===== src/rtl/core/wavhc_pkg.sv =====
// Package for the WAV header check and unpack block.
// Holds the tags, the result and error codes, the register map and shared types.
// No dependencies.
package wavhc_pkg;

    localparam int SIZE_FIELD_BITS_DEF = 32;

    localparam logic [31:0] TAG_RIFF = 32'h5249_4646;
    localparam logic [31:0] TAG_WAVE = 32'h5741_5645;
    localparam logic [31:0] TAG_DATA = 32'h6461_7461;
    localparam logic [31:0] TAG_FMT  = 32'h666D_7420;

    localparam logic [1:0] KIND_HEADER = 2'd0;
    localparam logic [1:0] KIND_SAMPLE = 2'd1;
    localparam logic [1:0] KIND_REJECT = 2'd2;

    localparam logic [2:0] ERR_NONE      = 3'd0;
    localparam logic [2:0] ERR_RIFF      = 3'd1;
    localparam logic [2:0] ERR_WAVE      = 3'd2;
    localparam logic [2:0] ERR_CHUNK_BIG = 3'd3;
    localparam logic [2:0] ERR_HDR_LIMIT = 3'd4;
    localparam logic [2:0] ERR_FORMAT    = 3'd5;
    localparam logic [2:0] ERR_DATA_SIZE = 3'd6;

    localparam logic [1:0] REG_EXPECTED_RATE   = 2'd0;
    localparam logic [1:0] REG_MAX_DATA_BYTES  = 2'd1;
    localparam logic [1:0] REG_MAX_CHUNK_BYTES = 2'd2;
    localparam logic [1:0] REG_HEADER_LIMIT    = 2'd3;

    localparam logic [31:0] RST_EXPECTED_RATE   = 32'd16000;
    localparam logic [23:0] RST_MAX_DATA_BYTES  = 24'd5760000;
    localparam logic [11:0] RST_MAX_CHUNK_BYTES = 12'd1024;
    localparam logic [15:0] RST_HEADER_LIMIT    = 16'd4096;

    typedef struct packed {
        logic [31:0] expected_rate;
        logic [23:0] max_data_bytes;
        logic [11:0] max_chunk_bytes;
        logic [15:0] header_limit;
    } cfg_t;

    typedef struct packed {
        logic [1:0]         kind;
        logic [2:0]         error_code;
        logic [23:0]        data_bytes;
        logic signed [15:0] sample;
        logic               last;
    } res_t;

endpackage


===== src/rtl/core/wavhc_cfg.sv =====
// Configuration register bank of the WAV header check and unpack block.
// Depends on wavhc_pkg (register map, reset values, cfg_t).
module wavhc_cfg
(
    input  logic                clk,
    input  logic                rst_n,
    input  logic                wr_en,
    input  logic [1:0]          wr_index,
    input  logic [31:0]         wr_data,
    output wavhc_pkg::cfg_t     cfg
);

    wavhc_pkg::cfg_t cfg_reg;
    wavhc_pkg::cfg_t cfg_next;

    always_comb
    begin
        cfg_next = cfg_reg;
        if (wr_en)
        begin
            unique case (wr_index)
                wavhc_pkg::REG_EXPECTED_RATE:   cfg_next.expected_rate   = wr_data;
                wavhc_pkg::REG_MAX_DATA_BYTES:  cfg_next.max_data_bytes  = wr_data[23:0];
                wavhc_pkg::REG_MAX_CHUNK_BYTES: cfg_next.max_chunk_bytes = wr_data[11:0];
                wavhc_pkg::REG_HEADER_LIMIT:    cfg_next.header_limit    = wr_data[15:0];
                default:                        cfg_next = cfg_reg;
            endcase
        end
    end

    always_ff @(posedge clk or negedge rst_n)
    begin
        if (!rst_n)
        begin
            cfg_reg.expected_rate   <= wavhc_pkg::RST_EXPECTED_RATE;
            cfg_reg.max_data_bytes  <= wavhc_pkg::RST_MAX_DATA_BYTES;
            cfg_reg.max_chunk_bytes <= wavhc_pkg::RST_MAX_CHUNK_BYTES;
            cfg_reg.header_limit    <= wavhc_pkg::RST_HEADER_LIMIT;
        end
        else
        begin
            cfg_reg <= cfg_next;
        end
    end

    assign cfg = cfg_reg;

endmodule


===== src/rtl/core/wavhc_parse.sv =====
// Parser state and single-step next-state logic for one file byte.
// Depends on wavhc_pkg (tags, codes, cfg_t, res_t).
module wavhc_parse
#(
    parameter int SIZE_FIELD_BITS = wavhc_pkg::SIZE_FIELD_BITS_DEF
)
(
    input  logic                clk,
    input  logic                rst_n,
    input  logic                step_en,
    input  logic [7:0]          byte_in,
    input  logic                first_in,
    input  wavhc_pkg::cfg_t     cfg,
    output logic                res_valid,
    output wavhc_pkg::res_t     res
);

    localparam logic [2:0] PH_RIFF = 3'd0;
    localparam logic [2:0] PH_CHDR = 3'd1;
    localparam logic [2:0] PH_BODY = 3'd2;
    localparam logic [2:0] PH_DATA = 3'd3;
    localparam logic [2:0] PH_IDLE = 3'd4;

    logic [2:0]  phase_reg, phase_next, e_phase;
    logic [3:0]  fp_reg, fp_next, e_fp;
    logic [31:0] tag_reg, tag_next, e_tag;
    logic [31:0] cl_reg, cl_next, e_cl;
    logic [4:0]  bp_reg, bp_next, e_bp;     // saturates at 16, only the first 16 matter
    logic [15:0] hc_reg, hc_next, e_hc;
    logic        fg_reg, fg_next, e_fg;
    logic        in_fmt_reg, in_fmt_next, e_in_fmt;
    logic        fso_reg, fso_next, e_fso;
    logic [63:0] cap_reg, cap_next, e_cap;
    logic [15:0] bits_reg, bits_next, e_bits;
    logic [23:0] left_reg, left_next, e_left;
    logic [7:0]  low_reg, low_next, e_low;

    logic [31:0] size_c;
    logic        over_c;
    logic [15:0] hc8_c;
    logic [12:0] len_c;
    logic [17:0] hsum_c;
    logic [31:0] tag_sh_c;

    always_comb
    begin
        // a first mark restarts parsing on this very byte
        e_phase  = first_in ? PH_RIFF : phase_reg;
        e_fp     = first_in ? 4'd0    : fp_reg;
        e_tag    = first_in ? 32'd0   : tag_reg;
        e_cl     = first_in ? 32'd0   : cl_reg;
        e_bp     = first_in ? 5'd0    : bp_reg;
        e_hc     = first_in ? 16'd0   : hc_reg;
        e_fg     = first_in ? 1'b0    : fg_reg;
        e_in_fmt = first_in ? 1'b0    : in_fmt_reg;
        e_fso    = first_in ? 1'b0    : fso_reg;
        e_cap    = first_in ? 64'd0   : cap_reg;
        e_bits   = first_in ? 16'd0   : bits_reg;
        e_left   = first_in ? 24'd0   : left_reg;
        e_low    = first_in ? 8'd0    : low_reg;

        phase_next  = e_phase;
        fp_next     = e_fp;
        tag_next    = e_tag;
        cl_next     = e_cl;
        bp_next     = e_bp;
        hc_next     = e_hc;
        fg_next     = e_fg;
        in_fmt_next = e_in_fmt;
        fso_next    = e_fso;
        cap_next    = e_cap;
        bits_next   = e_bits;
        left_next   = e_left;
        low_next    = e_low;

        res_valid = 1'b0;
        res       = '0;

        tag_sh_c = {e_tag[23:0], byte_in};
        size_c   = e_cl | ({24'd0, byte_in} << {e_fp[1:0], 3'b000});
        over_c   = (({32'd0, size_c} >> SIZE_FIELD_BITS) != 64'd0);
        hc8_c    = (e_hc > 16'd65527) ? 16'hFFFF : e_hc + 16'd8;
        len_c    = {1'b0, size_c[11:0]} + {12'd0, size_c[0]};
        hsum_c   = {2'b00, e_hc} + 18'd8 + {5'd0, len_c};

        unique case (e_phase)
            PH_RIFF:
            begin
                tag_next = tag_sh_c;
                if (e_fp == 4'd3 && tag_sh_c != wavhc_pkg::TAG_RIFF)
                begin
                    phase_next = PH_IDLE;
                    res_valid  = 1'b1;
                    res.kind   = wavhc_pkg::KIND_REJECT;
                    res.error_code = wavhc_pkg::ERR_RIFF;
                end
                else if (e_fp == 4'd11)
                begin
                    if (tag_sh_c != wavhc_pkg::TAG_WAVE)
                    begin
                        phase_next = PH_IDLE;
                        res_valid  = 1'b1;
                        res.kind   = wavhc_pkg::KIND_REJECT;
                        res.error_code = wavhc_pkg::ERR_WAVE;
                    end
                    else
                    begin
                        hc_next = 16'd12;
                        fg_next = 1'b0;
                        if (16'd12 >= cfg.header_limit)
                        begin
                            phase_next = PH_IDLE;
                            res_valid  = 1'b1;
                            res.kind   = wavhc_pkg::KIND_REJECT;
                            res.error_code = wavhc_pkg::ERR_HDR_LIMIT;
                        end
                        else
                        begin
                            phase_next = PH_CHDR;
                            fp_next    = 4'd0;
                            tag_next   = 32'd0;
                            cl_next    = 32'd0;
                        end
                    end
                end
                else
                begin
                    fp_next = e_fp + 4'd1;
                end
            end

            PH_CHDR:
            begin
                if (e_fp < 4'd4)
                begin
                    tag_next = tag_sh_c;
                    fp_next  = e_fp + 4'd1;
                end
                else
                begin
                    cl_next = size_c;
                    if (e_fp < 4'd7)
                    begin
                        fp_next = e_fp + 4'd1;
                    end
                    else if (e_tag == wavhc_pkg::TAG_DATA)
                    begin
                        hc_next   = hc8_c;
                        res_valid = 1'b1;
                        if (!e_fg)
                        begin
                            phase_next = PH_IDLE;
                            res.kind   = wavhc_pkg::KIND_REJECT;
                            res.error_code = wavhc_pkg::ERR_FORMAT;
                        end
                        else if (over_c || size_c == 32'd0 || size_c[0] ||
                                 size_c > {8'd0, cfg.max_data_bytes})
                        begin
                            phase_next = PH_IDLE;
                            res.kind   = wavhc_pkg::KIND_REJECT;
                            res.error_code = wavhc_pkg::ERR_DATA_SIZE;
                        end
                        else
                        begin
                            left_next  = size_c[23:0];
                            phase_next = PH_DATA;
                            fp_next    = 4'd0;
                            res.kind   = wavhc_pkg::KIND_HEADER;
                            res.data_bytes = size_c[23:0];
                        end
                    end
                    else if (over_c || size_c > {20'd0, cfg.max_chunk_bytes})
                    begin
                        hc_next    = hc8_c;
                        phase_next = PH_IDLE;
                        res_valid  = 1'b1;
                        res.kind   = wavhc_pkg::KIND_REJECT;
                        res.error_code = wavhc_pkg::ERR_CHUNK_BIG;
                    end
                    else
                    begin
                        // body plus pad byte; size is at most 4095 here
                        in_fmt_next = (e_tag == wavhc_pkg::TAG_FMT);
                        if (in_fmt_next)
                        begin
                            fso_next  = (size_c >= 32'd16);
                            cap_next  = 64'd0;
                            bits_next = 16'd0;
                        end
                        cl_next    = {19'd0, len_c};
                        hc_next    = (hsum_c > 18'd65535) ? 16'hFFFF : hsum_c[15:0];
                        bp_next    = 5'd0;
                        phase_next = PH_BODY;
                        if (len_c == 13'd0)
                        begin
                            // empty body ends at the header; an empty fmt fails
                            if (in_fmt_next)
                                fg_next = 1'b0;
                            if (hc_next >= cfg.header_limit)
                            begin
                                phase_next = PH_IDLE;
                                res_valid  = 1'b1;
                                res.kind   = wavhc_pkg::KIND_REJECT;
                                res.error_code = wavhc_pkg::ERR_HDR_LIMIT;
                            end
                            else
                            begin
                                phase_next = PH_CHDR;
                                fp_next    = 4'd0;
                                tag_next   = 32'd0;
                                cl_next    = 32'd0;
                            end
                        end
                    end
                end
            end

            PH_BODY:
            begin
                if (e_in_fmt && e_bp < 5'd16)
                begin
                    if (e_bp < 5'd8)
                        cap_next[{e_bp[2:0], 3'b000} +: 8] = byte_in;
                    else if (e_bp == 5'd14)
                        bits_next[7:0] = byte_in;
                    else if (e_bp == 5'd15)
                        bits_next[15:8] = byte_in;
                end
                if (e_bp < 5'd16)
                    bp_next = e_bp + 5'd1;
                if (e_cl != 32'd0)
                    cl_next = e_cl - 32'd1;
                if (cl_next == 32'd0)
                begin
                    if (e_in_fmt)
                        fg_next = e_fso && cap_next[15:0] == 16'd1 &&
                                  cap_next[31:16] == 16'd1 &&
                                  cap_next[63:32] == cfg.expected_rate &&
                                  bits_next == 16'd16;
                    if (e_hc >= cfg.header_limit)
                    begin
                        phase_next = PH_IDLE;
                        res_valid  = 1'b1;
                        res.kind   = wavhc_pkg::KIND_REJECT;
                        res.error_code = wavhc_pkg::ERR_HDR_LIMIT;
                    end
                    else
                    begin
                        phase_next = PH_CHDR;
                        fp_next    = 4'd0;
                        tag_next   = 32'd0;
                        cl_next    = 32'd0;
                    end
                end
            end

            PH_DATA:
            begin
                if (e_fp == 4'd0)
                begin
                    low_next = byte_in;
                    fp_next  = 4'd1;
                end
                else
                begin
                    fp_next    = 4'd0;
                    left_next  = (e_left >= 24'd2) ? e_left - 24'd2 : 24'd0;
                    res_valid  = 1'b1;
                    res.kind   = wavhc_pkg::KIND_SAMPLE;
                    res.sample = {byte_in, e_low};
                    res.last   = (left_next == 24'd0);
                    if (res.last)
                        phase_next = PH_IDLE;
                end
            end

            default:
            begin
                phase_next = e_phase;
            end
        endcase
    end

    always_ff @(posedge clk or negedge rst_n)
    begin
        if (!rst_n)
        begin
            phase_reg  <= PH_RIFF;
            fp_reg     <= 4'd0;
            tag_reg    <= 32'd0;
            cl_reg     <= 32'd0;
            bp_reg     <= 5'd0;
            hc_reg     <= 16'd0;
            fg_reg     <= 1'b0;
            in_fmt_reg <= 1'b0;
            fso_reg    <= 1'b0;
            cap_reg    <= 64'd0;
            bits_reg   <= 16'd0;
            left_reg   <= 24'd0;
            low_reg    <= 8'd0;
        end
        else if (step_en)
        begin
            phase_reg  <= phase_next;
            fp_reg     <= fp_next;
            tag_reg    <= tag_next;
            cl_reg     <= cl_next;
            bp_reg     <= bp_next;
            hc_reg     <= hc_next;
            fg_reg     <= fg_next;
            in_fmt_reg <= in_fmt_next;
            fso_reg    <= fso_next;
            cap_reg    <= cap_next;
            bits_reg   <= bits_next;
            left_reg   <= left_next;
            low_reg    <= low_next;
        end
    end

endmodule


===== src/rtl/core/wav_header_check_and_unpack.sv =====
// WAV header check and unpack: RIFF/WAVE check, chunk walk, fmt check, sample unpack.
// Throughput: one byte per clock, sustained, when the output side does not stall.
// Path: an accepted byte goes through one input register stage, then the parse step feeds its
//   result (if any) into the result register that drives out_valid; an output stall can hold it.
// Reset (rst_n, async, active low): parser expects byte 0 of a file, config regs take defaults.
// Depends on wavhc_pkg, wavhc_cfg, wavhc_parse.
module wav_header_check_and_unpack
#(
    parameter int SIZE_FIELD_BITS = wavhc_pkg::SIZE_FIELD_BITS_DEF
)
(
    input  logic               clk,
    input  logic               rst_n,
    input  logic               wr_en,
    input  logic [1:0]         wr_index,
    input  logic [31:0]        wr_data,
    input  logic               in_valid,
    output logic               in_stall,
    input  logic [7:0]         data_byte,
    input  logic               first,
    output logic               out_valid,
    input  logic               out_stall,
    output logic [1:0]         kind,
    output logic [2:0]         error_code,
    output logic [23:0]        data_bytes,
    output logic signed [15:0] sample,
    output logic               last
);

    wavhc_pkg::cfg_t cfg;
    wavhc_pkg::res_t res;
    wavhc_pkg::res_t res_reg;
    logic            res_valid;
    logic            in_vld_reg;
    logic [7:0]      byte_reg;
    logic            first_reg;
    logic            out_vld_reg;
    logic            step_en;

    // the held request advances when the result register is free or draining
    assign step_en  = in_vld_reg && (!out_vld_reg || !out_stall);
    assign in_stall = in_vld_reg && !step_en;

    wavhc_cfg u_cfg
    (
        .clk      (clk),
        .rst_n    (rst_n),
        .wr_en    (wr_en),
        .wr_index (wr_index),
        .wr_data  (wr_data),
        .cfg      (cfg)
    );

    wavhc_parse
    #(
        .SIZE_FIELD_BITS (SIZE_FIELD_BITS)
    )
    u_parse
    (
        .clk       (clk),
        .rst_n     (rst_n),
        .step_en   (step_en),
        .byte_in   (byte_reg),
        .first_in  (first_reg),
        .cfg       (cfg),
        .res_valid (res_valid),
        .res       (res)
    );

    always_ff @(posedge clk or negedge rst_n)
    begin
        if (!rst_n)
        begin
            in_vld_reg  <= 1'b0;
            out_vld_reg <= 1'b0;
        end
        else
        begin
            if (!in_stall)
                in_vld_reg <= in_valid;
            if (out_vld_reg && !out_stall)
                out_vld_reg <= 1'b0;
            if (step_en && res_valid)
                out_vld_reg <= 1'b1;
        end
    end

    always_ff @(posedge clk)
    begin
        if (in_valid && !in_stall)
        begin
            byte_reg  <= data_byte;
            first_reg <= first;
        end
        if (step_en && res_valid)
            res_reg <= res;
    end

    assign out_valid  = out_vld_reg;
    assign kind       = res_reg.kind;
    assign error_code = res_reg.error_code;
    assign data_bytes = res_reg.data_bytes;
    assign sample     = res_reg.sample;
    assign last       = res_reg.last;

endmodule

===== config.mk =====
export PLATFORM = sky130hd
export DESIGN_NAME = wav_header_check_and_unpack
export DESIGN_NICKNAME = d
export VERILOG_FILES = /design/src/rtl/core/wavhc_pkg.sv /design/src/rtl/core/wavhc_cfg.sv /design/src/rtl/core/wavhc_parse.sv /design/src/rtl/core/wav_header_check_and_unpack.sv
export SDC_FILE = /design/constraint.sdc
export NUM_CORES = 1
export LEC_CHECK = 0
export BUFFER_PORTS_ARGS = -buffer_cell sky130_fd_sc_hd__buf_2
export CORE_ASPECT_RATIO = 2
export CORE_MARGIN = 2
export CORE_UTILIZATION = 40
export DETAILED_ROUTE_END_ITERATION = 10
export PLACE_DENSITY_LB_ADDON = 0.12
export SKIP_LAST_GASP = 1
export SLEW_MARGIN = 20
export SYNTH_ARGS = -nofsm -noshare
export SYNTH_HDL_FRONTEND = slang
export SYNTH_HIERARCHICAL = 1
export SYNTH_SLANG_ARGS = --single-unit

===== constraint.sdc =====
create_clock -name clk -period 13.95 [get_ports clk]
set_clock_uncertainty 0.2 [all_clocks]
set_input_delay 2.79 -clock clk [delete_from_list [all_inputs] [get_ports clk]]
set_output_delay 2.79 -clock clk [all_outputs]
set_load 0.02 [all_outputs]

# Word-level counts from Yosys, hierarchy flattened
# Cells that the tools add are included.
# classes
n_mux	182
reduce_logical	33
n_lt_le_gt_ge	13
bitwise	5
n_addsub	9
eq_ne	18
n_shift	3
# op_table
op	n
$mux 32	27
$mux 64	9
$mux 16	19
$mux 24	11
$pmux 32 s3	2
$pmux 64 s2	1
$mux 5	17
$bwmux 64	1
$eq 32x31->1 const B	2
$logic_not 32->1	2
$ne 32x31->1 const B	2
$pmux 16 s2	2
$shift 8x8->64 const A	1
$shiftx 8x8->64	1
$mux 4	15
$mux 29	2
$mux 3	18
$mux 8	6
$pmux 24 s2	1
$mux 1	42
$eq 16x1->1 const B	2
$eq 32x32->1	1
$ge 16x16->1	2
$ge 32x5->1 const B	1
51 further kinds	76
# word_totals
register_bits	348
input_bits	48
out_inout_bits	48

# Logic depth before layout (Yosys ltp)
# depth
depth_word	17
depth_mapped	34
ltp_nobuf	29

# Cells and area by module
# The synthesis kept the hierarchy.
# by_module_without_submodules
mod	area_per_inst_um2	cells_each	n_inst
wavhc_parse	17978.5	2233	1
wavhc_cfg	3173.0	179	1
wav_header_check_and_unpack	1750.4	66	1

# Worst setup path before layout
# Ideal clock, no wire load.
# synth_path
path_kind	flip-flop to flip-flop
start	reg first_reg
end	reg res_reg (netlist bit data_bytes[0]) (enable)
slack_ns	4.960
t_required_ns	13.285
path_buffers	12
arrival_time_ns	8.325
period_less_slack_ns	8.990
path_stages_with_launch	33
cell_sequence	edfxtp_1 > buf_2 > buf_6 > buf_6 > buf_2 > buf_2 > buf_2 > buf_2 > buf_2 > clkbuf_1 > clkbuf_1 > clkbuf_1 > nor2b_1 > ha_1 > ha_1 > nor2b_1 > o21ai_0 > a21boi_0 > o41ai_1 > o21ai_0 > nand3_1 > clkbuf_1 > nand2_1 > ha_1 > o21ai_0 > a211oi_1 > a21oi_1 > o211a_1 > o21ai_0 > nand2_1 > nand3b_1 > nand2_1 > a21oi_1
# synth_via
elab_chain_len	16
elab_cells_between_ends	48
# synth_rtl
item	line_no	source
start, declared	wav_header_check_and_unpack.sv:36	logic first_reg;
start signal, assigned	wav_header_check_and_unpack.sv:93	first_reg <= first;
$mux 4	wavhc_parse.sv:49	e_fp = first_in ? 4'd0 : fp_reg;
$shl 8x5->32	wavhc_parse.sv:80	size_c = e_cl | ({24'd0, byte_in} << {e_fp[1:0], 3'b000});
$or 32x32->32	wavhc_parse.sv:80	
$add 12x1->13	wavhc_parse.sv:83	len_c = {1'b0, size_c[11:0]} + {12'd0, size_c[0]};
$add 18x13->18	wavhc_parse.sv:84	hsum_c = {2'b00, e_hc} + 18'd8 + {5'd0, len_c};
$gt 18x16->1	wavhc_parse.sv:191	hc_next = (hsum_c > 18'd65535) ? 16'hFFFF : hsum_c[15:0];
$mux 16	wavhc_parse.sv:191	
$ge 16x16->1	wavhc_parse.sv:199	if (hc_next >= cfg.header_limit)
$mux 1	wavhc_parse.sv:199	
$mux 1	wavhc_parse.sv:194	if (len_c == 13'd0)
$mux 1	wavhc_parse.sv:172	else if (over_c || size_c > {20'd0, cfg.max_chunk_bytes})
$mux 1	wavhc_parse.sv:146	else if (e_tag == wavhc_pkg::TAG_DATA)
$mux 1	wavhc_parse.sv:142	if (e_fp < 4'd7)
$mux 1	wavhc_parse.sv:134	if (e_fp < 4'd4)
$pmux 1 s4 *	wavhc_parse.sv:86	unique case (e_phase)
via res_valid	wav_header_check_and_unpack.sv:33	logic res_valid;
$logic_and 1x1->1 *	wav_header_check_and_unpack.sv:95	if (step_en && res_valid)
end signal, assigned	wav_header_check_and_unpack.sv:96	res_reg <= res;
end, declared	wav_header_check_and_unpack.sv:32	wavhc_pkg::res_t res_reg;
# Mark *: on every way through the listed nets, which the timed path passes. The rest lies on a longest branch. The select of a mux whose other input is x is not followed.
# A chain may end at the register's enable or synchronous reset.

# Final worst setup path
# layout_path
start	reg first_reg
end	reg res_reg (netlist bit data_bytes[15]) (enable)
# The elaborated chain is that of the path after synthesis.

==> metrics.txt <==
Seq/Total Area, Yosys=0.393; synth top area cells=dfrtp_1 (30%), edfxtp_1 (7.2%), ha_1 (5.6%); Power per Cell Area=129 nW/um^2; max reg flops=84; slowest CP cell=nand3_1; Area Overhead vs Synth=10.3%; VDD IR max=0.0932 mV; P_leak=10.9 nW; DRT iter0 DRCs=2030; Vias/cell=approximately 6.4; drt drc=0; cell with the most instances after synthesis=dfrtp_1; WL final=91800 um; largest net degree at the start of global routing=152; num rows=124; hold_sp=u_parse/hc_reg[11]; Hold Crit Class=reg -> reg; die area=59300 um^2; Final Slew Violations=0; clk sinks=around 350; min cycle time layout=8.75 ns; final hold violation count=0; GRT Overall Usage=0.305; share of the synthesized area in the top cell type=0.302; worst slack, placed=5.48 ns; Mapped Area=22900 um^2; vias in the first global route=21.1k; Die W=173 um; Yosys top cell by area=dfrtp_1; Clock Path Buffers=3; EDFF count, synth=55; Mapped Cells=2478; Max-slew headroom=0.200; layout cells sized above 1=0.158; CP startpoint kind=flip-flop; Synthesis Warnings=6; Crit. End Element=flip-flop; Die Span Y=342 um; gr ovfl total=0; CTS buffer count=36; unique cell type count in the Yosys netlist=116; hold depth=2; RSZ-0062 raised after global routing=false; register bit total from synthesis=348; critical path fanouts, max=~150; clk_lat worst skew=0.57 ns; CTS Hold Bufs=0; vias=20.9k; Tcrit/Tclk final=0.627; worst-margin pin slew=1.18 ns; global placement routability congestion=slightly below 1; Starting Density=0.402; worst reg-to-reg setup slack=between 5 and 6 ns; number of setup buffers added after CTS=0; Post-synth top cells=dfrtp_1 (276), nand2_1 (194), nor2_1 (179); ys flop type=dfrtp_1; cells on worst reg2reg path=29; I/O Buffers=95; CTS tree=done; Synth Net Count=~2.6k; DRT antenna net count=0; Detail Placement HPWL=66800 um; Final TNS setup=0 ns; H-tree levels=2; DRT Pass-1 Iters=6; crit path DAT=8.76 ns; final worst slack=5.20 ns; Critical Path RT=13.96 ns; asr flop ratio synth=0.842; Final Core Density=0.443; count of final setup violators=0; Critical Setup Path Class=reg -> reg; Max Freq=114 MHz; drt wl/cell=27.9 um; reg-to-reg startpoint=first_reg; Clock transition at path regs=0.07 ns; # nets final=2650; number of max-cap violations=0; CTS resizes=0; syn_area_per_cell=9.24 um^2; R2R Path End=data_bytes[15]; status=complete, no violations; global-route wire length before repair=136000 um; antenna violations before repair=3; hold path endpoint=u_parse/hc_reg[11]; I/O pin cnt=96; core region area=56900 um^2; Root Buffer=clkbuf_16; slowest cell delay on critical path=0.59 ns; Most common cell on crit path=ha_1
where the power goes:
group	internal (W)	leakage (nW)	switching [W]
clock network	0.000571	0.603	0.000469
registers	0.00112	4.43	0.000117
logic	0.000343	5.83	0.000639
stage by stage:
| step | hold slack, ns | total power [W] | area [um^2] | std cells |
|---|---|---|---|---|
| global placement | 0.261 | 0.00220 | 24000 | 3217 |
| finish | 0.282 | 0.00326 | 25300 | 3285 |
| detailed placement | 0.269 | 0.00221 | 24000 | 3217 |
| CTS | 0.285 | 0.00326 | 25200 | 3283 |
| global route | 0.306 | 0.00341 | 25200 | 3283 |
| floorplan | 0.239 | 0.00186 | 22900 | 2478 |
worst max-delay path: cells and delay by family, from the launching register on:
| kind | cells | cell delay (ns) |
|---|---|---|
| AO/OA/AOI/OAI | 13 | 2.90 |
| AND/OR/NAND/NOR | 9 | 2.51 |
| adder cells (fa/ha/maj) | 4 | 1.26 |
| buffers and inverters | 3 | 0.79 |
| flip-flops | 1 | 0.43 |
cell type report:
class / count / area [um^2]
antenna: 2 / 5.00
clock buffer: 42 / 975
clock inverter: 24 / 264
fill: 5698 / 31700
inverter: 111 / 417
multi-input combinational: 1858 / 12800
sequential: 348 / 9000
tap: 756 / 946
timing repair buffer: 144 / 870
cells in the final DEF, fill, tap and decap left out, types with 15 or more instances in the layout:
master / Yosys / final
nand2b_1: 36 / 36
nand4_1: 43 / 43
o22ai_1: 17 / 17
and2_1: 32 / 31
ha_1: 102 / 102
nand2_1: 194 / 194
mux2_2: 89 / 89
inv_1: 105 / 105
nor2_1: 179 / 178
a31oi_1: 35 / 35
nand3_1: 59 / 59
o211ai_1: 16 / 16
o21ai_0: 140 / 139
a22oi_1: 17 / 17
nor2b_1: 41 / 41
edfxtp_1: 55 / 55
a22o_1: 124 / 124
o31ai_1: 15 / 15
xor2_1: 22 / 22
nor3_1: 52 / 52
a21oi_1: 177 / 174
buf_2: 33 / 94
o21a_1: 15 / 15
nor3b_1: 26 / 26
o221ai_1: 15 / 15
buf_4: 8 / 47
clkbuf_16: 0 / 37
dfrtp_1: 276 / 276
xnor2_1: 42 / 42
and3_1: 42 / 42
a21o_1: 19 / 19
nor4_1: 37 / 36
dfstp_2: 17 / 17
per-layer routing:
metal,GRT usage,vias to the layer above,routed length (um),share of wire
li1,-,9273,-,-
met1,0.322,10267,31400,0.34
met2,0.562,1043,47500,0.52
met3,0.0348,351,5310,0.058
met4,0.217,0,7560,0.082
met5,0,-,0,0
worst max-delay path by stage:
stage,startpoint,to,depth (start not counted)
global placement,byte_reg[0],data_bytes[13],29
CTS,byte_reg[0],data_bytes[15],29
finish,first_reg,data_bytes[15],29
detailed placement,byte_reg[0],data_bytes[15],29
floorplan,first_reg,data_bytes[0],32
global route,first_reg,data_bytes[14],28
cells by family after synthesis:
group                      synth area share
adders and majority gates            0.0566
and+or+nand+nor                       0.209
muxes                                0.0478
DFF                                   0.393
AOI/OAI and AO/OA                     0.218
xor gates and xnor gates             0.0245
other                              0.000164
buffers and inverters                0.0508
Note: power is estimated with default switching activity, not from simulation.
